===== src/design/multi_field_range_first_match_core_macros.svh =====
// Assertion macros used by the rule classifier controller.
`ifndef MULTI_FIELD_RANGE_FIRST_MATCH_CORE_MACROS_SVH
`define MULTI_FIELD_RANGE_FIRST_MATCH_CORE_MACROS_SVH

// A condition that must hold at every clock edge outside reset.
`define MFRM_ASSERT_ALWAYS(label, clk, rst, cond, msg) \
  label: assert property (@(posedge clk) disable iff (rst) (cond)) else $error(msg);

// A condition that must hold whenever a trigger is seen.
`define MFRM_ASSERT_IMPLIES(label, clk, rst, trig, cond, msg) \
  label: assert property (@(posedge clk) disable iff (rst) (trig) |-> (cond)) else $error(msg);

`endif


===== src/design/mfrm_pkg.sv =====
// Types, codes and helpers shared by the rule classifier modules.
`default_nettype none

package mfrm_pkg;

  localparam int ROWS_DEF   = 64;
  localparam int PARAMS_DEF = 8;

  localparam logic [1:0] CMD_APPEND  = 2'd0;
  localparam logic [1:0] CMD_QUERY   = 2'd1;
  localparam logic [1:0] CMD_REPLACE = 2'd2;
  localparam logic [1:0] CMD_CHECK   = 2'd3;

  localparam logic [1:0] CFG_NUM_PARAMS       = 2'd0;
  localparam logic [1:0] CFG_MISSING_CODE     = 2'd1;
  localparam logic [1:0] CFG_INCOMPLETE_START = 2'd2;

  localparam logic [3:0]         NUM_PARAMS_RST       = 4'd1;
  localparam logic signed [31:0] MISSING_CODE_RST     = 32'sd8371200;
  localparam logic signed [31:0] INCOMPLETE_START_RST = 32'sd8112640;

  typedef struct packed {
    logic [1:0]         cmd;
    logic [2:0]         param_index;
    logic signed [31:0] first_value;
    logic signed [31:0] second_value;
    logic               last;
  } in_t;

  typedef struct packed {
    logic        matched;
    logic [5:0]  row_index;
    logic        missing_found;
    logic [14:0] incomplete_code;
  } out_t;

  typedef enum logic [1:0] {
    MODE_QUERY,
    MODE_REPL,
    MODE_CHECK
  } mode_t;

  // Token that walks along the cell chain, one per rule.
  typedef struct packed {
    logic        valid;
    mode_t       mode;
    logic        alive;
    logic        missing;
    logic        found;
    logic [14:0] code;
  } token_t;

  // Write commands broadcast from the controller to every cell.
  typedef struct packed {
    logic               app_en;
    logic               app_open;
    logic               q_en;
    logic [2:0]         pidx;
    logic signed [31:0] v1;
    logic signed [31:0] v2;
  } bcast_t;

  // Integer part of a Q23.8 value, truncated towards zero, low 15 bits.
  function automatic logic [14:0] trunc_code(input logic signed [31:0] b);
    logic signed [32:0] s;
    s = {b[31], b} + (b[31] ? 33'sd255 : 33'sd0);
    return s[22:8];
  endfunction

endpackage

`default_nettype wire


===== src/design/mfrm_ctrl.sv =====
// Command sequencer: rule table bookkeeping, row issue and result collection.
`default_nettype none

`include "multi_field_range_first_match_core_macros.svh"

module mfrm_ctrl import mfrm_pkg::*; #(
  parameter int ROWS = ROWS_DEF,
  localparam int RW  = $clog2(ROWS),
  localparam int CW  = $clog2(ROWS + 1)
) (
  input  wire logic          clk,
  input  wire logic          rst,
  input  wire logic          in_valid,
  output logic               in_stall,
  input  wire in_t           in_data,
  output logic               out_valid,
  input  wire logic          out_stall,
  output out_t               out_data,
  output bcast_t             bc,
  output logic [RW-1:0]      app_row,
  output token_t             tok0,
  output logic [RW-1:0]      row0,
  input  wire token_t        tok_o,
  input  wire logic [RW-1:0] row_o
);

  typedef enum logic [1:0] {
    ST_IDLE,
    ST_ISSUE,
    ST_DRAIN
  } state_t;

  state_t             state;
  mode_t              mode;
  logic [CW-1:0]      rule_count, issue_cnt, recv_cnt;
  logic               row_open;
  logic signed [31:0] rep_old, rep_new;
  logic               hit, miss, found;
  logic [RW-1:0]      hit_row;
  logic [14:0]        code;

  logic               accept, needs_out, is_scan, room;
  logic               hit_next, miss_next, found_next, last_tok;
  logic [RW-1:0]      hit_row_next;
  logic [14:0]        code_next;

  assign needs_out = in_data.cmd == CMD_CHECK || (in_data.cmd == CMD_QUERY && in_data.last);
  assign in_stall  = (state != ST_IDLE) || (out_valid && needs_out);
  assign accept    = in_valid && !in_stall;
  assign is_scan   = needs_out || in_data.cmd == CMD_REPLACE;
  assign room      = rule_count < CW'(ROWS);

  always_comb begin
    bc          = '0;
    bc.pidx     = in_data.param_index;
    bc.v1       = (state == ST_IDLE) ? in_data.first_value : rep_old;
    bc.v2       = (state == ST_IDLE) ? in_data.second_value : rep_new;
    bc.app_en   = accept && in_data.cmd == CMD_APPEND && room;
    bc.app_open = !row_open;
    bc.q_en     = accept && in_data.cmd == CMD_QUERY;
  end
  assign app_row = rule_count[RW-1:0];

  always_comb begin
    tok0       = '0;
    tok0.valid = state == ST_ISSUE;
    tok0.mode  = mode;
    tok0.alive = 1'b1;
  end
  assign row0 = issue_cnt[RW-1:0];

  assign hit_next     = hit || (tok_o.valid && mode == MODE_QUERY && tok_o.alive);
  assign hit_row_next = hit ? hit_row : row_o;
  assign miss_next    = miss || (tok_o.valid && tok_o.missing);
  assign found_next   = found || (tok_o.valid && tok_o.found);
  assign code_next    = found ? code : tok_o.code;
  assign last_tok     = tok_o.valid && (recv_cnt + CW'(1) == rule_count);

  always_ff @(posedge clk) begin
    if (rst) begin
      state      <= ST_IDLE;
      mode       <= MODE_QUERY;
      rule_count <= '0;
      row_open   <= 1'b0;
      out_valid  <= 1'b0;
      issue_cnt  <= '0;
      recv_cnt   <= '0;
      hit        <= 1'b0;
      miss       <= 1'b0;
      found      <= 1'b0;
    end else begin
      if (out_valid && !out_stall) begin
        out_valid <= 1'b0;
      end
      case (state)
        ST_IDLE: begin
          if (accept && in_data.cmd == CMD_APPEND && room) begin
            rule_count <= in_data.last ? rule_count + CW'(1) : rule_count;
            row_open   <= !in_data.last;
          end
          if (accept && is_scan) begin
            if (rule_count == '0) begin
              if (needs_out) begin
                out_valid <= 1'b1;
                out_data  <= '0;
              end
            end else begin
              state     <= ST_ISSUE;
              mode      <= (in_data.cmd == CMD_REPLACE) ? MODE_REPL :
                           (in_data.cmd == CMD_CHECK) ? MODE_CHECK : MODE_QUERY;
              rep_old   <= in_data.first_value;
              rep_new   <= in_data.second_value;
              issue_cnt <= '0;
              recv_cnt  <= '0;
              hit       <= 1'b0;
              miss      <= 1'b0;
              found     <= 1'b0;
              code      <= '0;
            end
          end
        end
        ST_ISSUE, ST_DRAIN: begin
          if (state == ST_ISSUE) begin
            issue_cnt <= issue_cnt + CW'(1);
            if (issue_cnt + CW'(1) == rule_count) begin
              state <= ST_DRAIN;
            end
          end
          if (tok_o.valid) begin
            recv_cnt <= recv_cnt + CW'(1);
            hit      <= hit_next;
            hit_row  <= hit_row_next;
            miss     <= miss_next;
            found    <= found_next;
            code     <= code_next;
          end
          if (last_tok) begin
            state <= ST_IDLE;
            if (mode != MODE_REPL) begin
              out_valid                <= 1'b1;
              out_data                 <= '0;
              if (mode == MODE_QUERY) begin
                out_data.matched       <= hit_next;
                out_data.row_index     <= hit_next ? 6'(hit_row_next) : 6'd0;
                out_data.missing_found <= !hit_next && miss_next;
              end else begin
                out_data.incomplete_code <= found_next ? code_next : 15'd0;
              end
            end
          end
        end
        default: state <= ST_IDLE;
      endcase
    end
  end

  `MFRM_ASSERT_IMPLIES(a_no_stray_token, clk, rst, state == ST_IDLE, !tok_o.valid, "token left the chain while idle")
  `MFRM_ASSERT_ALWAYS(a_recv_bound, clk, rst, recv_cnt <= rule_count, "more rule tokens returned than rules")
  `MFRM_ASSERT_ALWAYS(a_count_bound, clk, rst, rule_count <= CW'(ROWS), "rule count above table size")

endmodule

`default_nettype wire


===== config.mk =====
export PLATFORM = sky130hd
export DESIGN_NAME = mfrm_ctrl
export DESIGN_NICKNAME = d
export VERILOG_FILES = /design/src/design/mfrm_pkg.sv /design/src/design/mfrm_ctrl.sv
export VERILOG_INCLUDE_DIRS = /design/src /design/src/design
export SDC_FILE = /design/constraint.sdc
export NUM_CORES = 1
export LEC_CHECK = 0
export BUFFER_PORTS_ARGS = -buffer_cell sky130_fd_sc_hd__buf_4
export CAP_MARGIN = 20
export CORE_UTILIZATION = 45
export CTS_CLUSTER_SIZE = 10
export DETAILED_ROUTE_END_ITERATION = 6
export GPL_ROUTABILITY_DRIVEN = 0
export GPL_TIMING_DRIVEN = 0
export MAX_ROUTING_LAYER = met4
export PLACE_DENSITY = 0.75
export SYNTH_ARGS = -nofsm -noshare
export SYNTH_HDL_FRONTEND = slang
export SYNTH_SLANG_ARGS = --single-unit

===== constraint.sdc =====
create_clock -name clk -period 4.72 [get_ports clk]
set_clock_uncertainty 0.2 [all_clocks]
set_input_delay 0.472 -clock clk [delete_from_list [all_inputs] [get_ports clk]]
set_output_delay 0.472 -clock clk [all_outputs]
set_load 0.02 [all_outputs]

==> results by stage <==
Run status:
- The flow ran to the end, and the final reports show no timing, DRC or antenna violations.

Hold path:
- The worst hold path begins at in_data[8].
- The path type of the worst min-delay path is input pin to register.
- The path with the worst hold slack has its endpoint at rep_new[7].
- Along the worst hold path, the cell count comes to 1.

Placement:
- The placed wire-length estimate after detailed placement is 11910 um.
- The number of I/O port buffers is 204.
- The placement-stage cell area is 0.008506 mm^2.

Drt:
- The number of iterations in the first detailed-routing pass is 4.
- Once detail routing completed, the nets flagged for antenna violations numbered 0.
- The routed design has 15940 um of wire.
- Dividing the detail-routed via count by the number of cells gives 5.094.
- The number of vias in the routed layout is 4880.
- The number of design-rule violations left by the first detailed-router iteration is 379.
- The routed length per instance is about 17 um.
- For this run, design rule violations remaining after detail routing come to 0.

Logic synthesis:
- The post-synthesis area per instance is 12.67 um^2.
- The post-synthesis cell type count is 49.
- During synthesis, Yosys emitted a total of 0 warnings.
- Of all cell types, the one taking the most synthesized area is sky130_fd_sc_hd__edfxtp_1.
- The share of synthesized flip-flops with an asynchronous set or reset is 0.
- In the post-synthesis netlist, the biggest area contributors are sky130_fd_sc_hd__edfxtp_1, sky130_fd_sc_hd__mux2_2, sky130_fd_sc_hd__dfxtp_1.
- The commonest register cell after synthesis is sky130_fd_sc_hd__edfxtp_1.
- The number of synthesized register bits is roughly 140.
- The sequential fraction of the synthesis area is 0.5812.
- The mapped cell area is 0.006614 mm^2.
- The number of flops mapped to enable cells by yosys is 108.
- The top cell type's share of synthesized area is 0.4904.
- After technology mapping, the gate count stands at 522.

Floorplan:
- For this configuration, the core starts out at a cell density of 0.4692.
- The floorplan has 43 rows.
- The number of placed I/O pins is 229.
- The core region is between 0.01 and 0.015 mm^2.
- The overall die height is 123.2 um.
- The die is 123.2 um wide.
- The die covers 0.01519 mm^2.

Setup path:
- The worst setup path is of the register to output port kind.
- The kind of start point of the critical path is a register.
- Setup slack on the worst reg-to-reg path comes out at 1.48 ns.
- Data on the critical path is required at its endpoint by 4.05 ns.
- The kind of end point of the critical path is an output port.
- The cell depth of the worst flop-to-flop path is 8.
- The signal arrival time at the worst endpoint is 2.76 ns.
- The endpoint of the most critical register-to-register path is out_data[2].
- The beginning of the worst register-to-register path is recv_cnt[0].
- The largest driver fanout on the critical path is 10.

Clock network:
- The number of gates resized after CTS was 0.
- The maximum level of the CTS H-tree is 4.
- The number of hold buffers added after CTS was 0.
- Clock tree synthesis selected as its root buffer the cell sky130_fd_sc_hd__clkbuf_16.
- The longest clock path from root to sink contains 2 buffers.
- The total clock sinks is 138.
- TritonCTS built the clock tree.
- The insertion delay of the later-clocked pin in the worst-skew pair is 0.41 ns.
- The number of CTS-inserted buffers is 17.
- Clock-pin slew was measured on the worst setup and hold paths at 0.06 ns.
- The post-CTS setup-driven buffer insertion count is 0.

Power:
- In this run the static leakage power is 3.671 nW.
- The total power is approximately 3.0 mW.
- IR analysis of the VDD net gives a maximum drop of between 200 and 250 uV.
- The power per standard cell area is 332.6 mW/mm^2.

Layout:
- The synthesis-to-layout area growth is 38.14%.
- The most common library cell in the layout ignoring fill and taps is sky130_fd_sc_hd__buf_4.
- The post-route core utilization is 0.6481.
- The top cell types in the final layout, fill and taps aside, are sky130_fd_sc_hd__buf_4, sky130_fd_sc_hd__edfxtp_1, sky130_fd_sc_hd__mux2_2.
- In the final layout, the share of cells above drive strength 1 is 0.4563.
- The repair_antennas step left the layout with diodes totalling 0.
- In the final design database the tool counted 874 nets.
- The final cell area excluding filler cells is between 0.009 and 0.01 mm^2.
- After filler insertion, the fill cell instance count of the layout stands at between 1000 and 1500.

STA:
- Of the available clock period, the critical path in the final layout requires 0.7262.
- Setup repair after global routing left no endpoint under its margin.
- Setup total negative slack on the finished layout was measured at 0 ns.
- In this run the tightest slew margin relative to its limit is 0.3759.
- The count of pins over their slew limit is 0.
- The final hold violation count is 0.
- The worst path needs 3.428 ns of the cycle, external delays included.
- Static timing analysis puts the maximum clock frequency at slightly below 0.3 GHz.
- For the pin with the worst max-slew slack, the measured transition is around 0.93 ns.
- Setup violations remaining at the end of the flow were counted as 0.

Global route:
- The number of antenna violations at the first check in global routing came to 0.
- The largest net degree at the start of global routing is 34.
- The total overflow left after global routing is 0.
- For this run, the total global-route usage over all layers was measured as 0.2191.
- The global-route wire length before repair is between 20000 and 25000 um.
- The via count of the first global-routing pass is between 4000 and 5000.

Flow run:
- The number of max-cap violations is 0.
critical path, cell delays in order, from the launching register on:
cell                       delay [ns]
sky130_fd_sc_hd__dfxtp_1         0.35
sky130_fd_sc_hd__inv_1           0.09
sky130_fd_sc_hd__ha_1            0.14
sky130_fd_sc_hd__buf_2           0.19
sky130_fd_sc_hd__clkbuf_1        0.48
sky130_fd_sc_hd__buf_1           0.52
sky130_fd_sc_hd__mux2_2          0.40
sky130_fd_sc_hd__buf_4           0.16
through the flow:
stage | setup WS (ns) | hold WS (ns) | instances
global placement | -1.336 | 0.2524 | 922
floorplan | 0.01595 | 0.2376 | 538
detailed placement | 1.479 | 0.2721 | 926
finish | 1.292 | 0.03207 | 958
global route | 1.119 | 0.01812 | 958
CTS | 1.246 | 0.01527 | 958
cell families after synthesis:
| kind of cell | count (synthesis) | share of synthesized area |
|---|---|---|
| DFF | 138 | 0.5812 |
| and+or+nand+nor | 137 | 0.1101 |
| muxes | 87 | 0.1453 |
| buffers and inverters | 71 | 0.05959 |
| AOI/OAI and AO/OA | 54 | 0.05448 |
| xor gates and xnor gates | 25 | 0.03311 |
| adders and majority gates | 8 | 0.01513 |
| other | 2 | 0.001135 |
cell usage after synthesis (13+ instances only):
| library cell | number |
|---|---|
| sky130_fd_sc_hd__edfxtp_1 | 108 |
| sky130_fd_sc_hd__mux2_2 | 72 |
| sky130_fd_sc_hd__nor2_1 | 35 |
| sky130_fd_sc_hd__buf_4 | 33 |
| sky130_fd_sc_hd__dfxtp_1 | 30 |
| sky130_fd_sc_hd__nor2b_1 | 25 |
| sky130_fd_sc_hd__a21oi_1 | 21 |
| sky130_fd_sc_hd__nand2_1 | 21 |
| sky130_fd_sc_hd__clkbuf_1 | 19 |
| sky130_fd_sc_hd__nand3_1 | 16 |
| sky130_fd_sc_hd__mux2i_1 | 15 |
| sky130_fd_sc_hd__inv_1 | 13 |
| sky130_fd_sc_hd__xor2_1 | 13 |
registers in the layout (all words and copies together), names as in the netlist:
signal	cells
code	15
found	1
hit	1
hit_row	6
issue_cnt	7
miss	1
mode	2
out_data	23
out_valid	1
recv_cnt	7
rep_new	32
rep_old	32
row_open	1
rule_count	7
state	2
layout make-up:
class	count	area [um^2]	area share
Buffer	58	345.3	0.03780
Clock buffer	21	460.4	0.05040
Clock inverter	11	170.2	0.01863
Inverter	13	48.80	0.005341
Multi-Input combinational cell	329	2461	0.2694
Sequential cell	138	3844	0.4207
Tap cell	180	225.2	0.02465
Timing Repair Buffer	208	1582	0.1731
worst max-delay path by stage:
stage | slack (ns) | from | end
floorplan | 0.02 | state[0] | rep_new[0]
global placement | -1.34 | state[0] | code[5]
detailed placement | 1.48 | state[0] | rep_old[0]
CTS | 1.25 | state[0] | bc[26]
global route | 1.12 | state[0] | bc[27]
finish | 1.29 | state[0] | bc[26]
layer usage:
layer / global-route usage / up-vias / wire length (um)
li1: - / 2321 / -
met1: 0.2589 / 2296 / 6370
met2: 0.3453 / 232 / 7872
met3: 0.06688 / 31 / 1346
met4: 0.09639 / 0 / 346
met5: - / - / 0
where the power goes:
part / internal, mW / switching [mW] / total (mW)
logic: 0.156 / 0.155 / 0.311
registers: 1.32 / 0.00436 / 1.32
clock network: 0.911 / 0.496 / 1.41
Power figures use the tool's default switching activity.
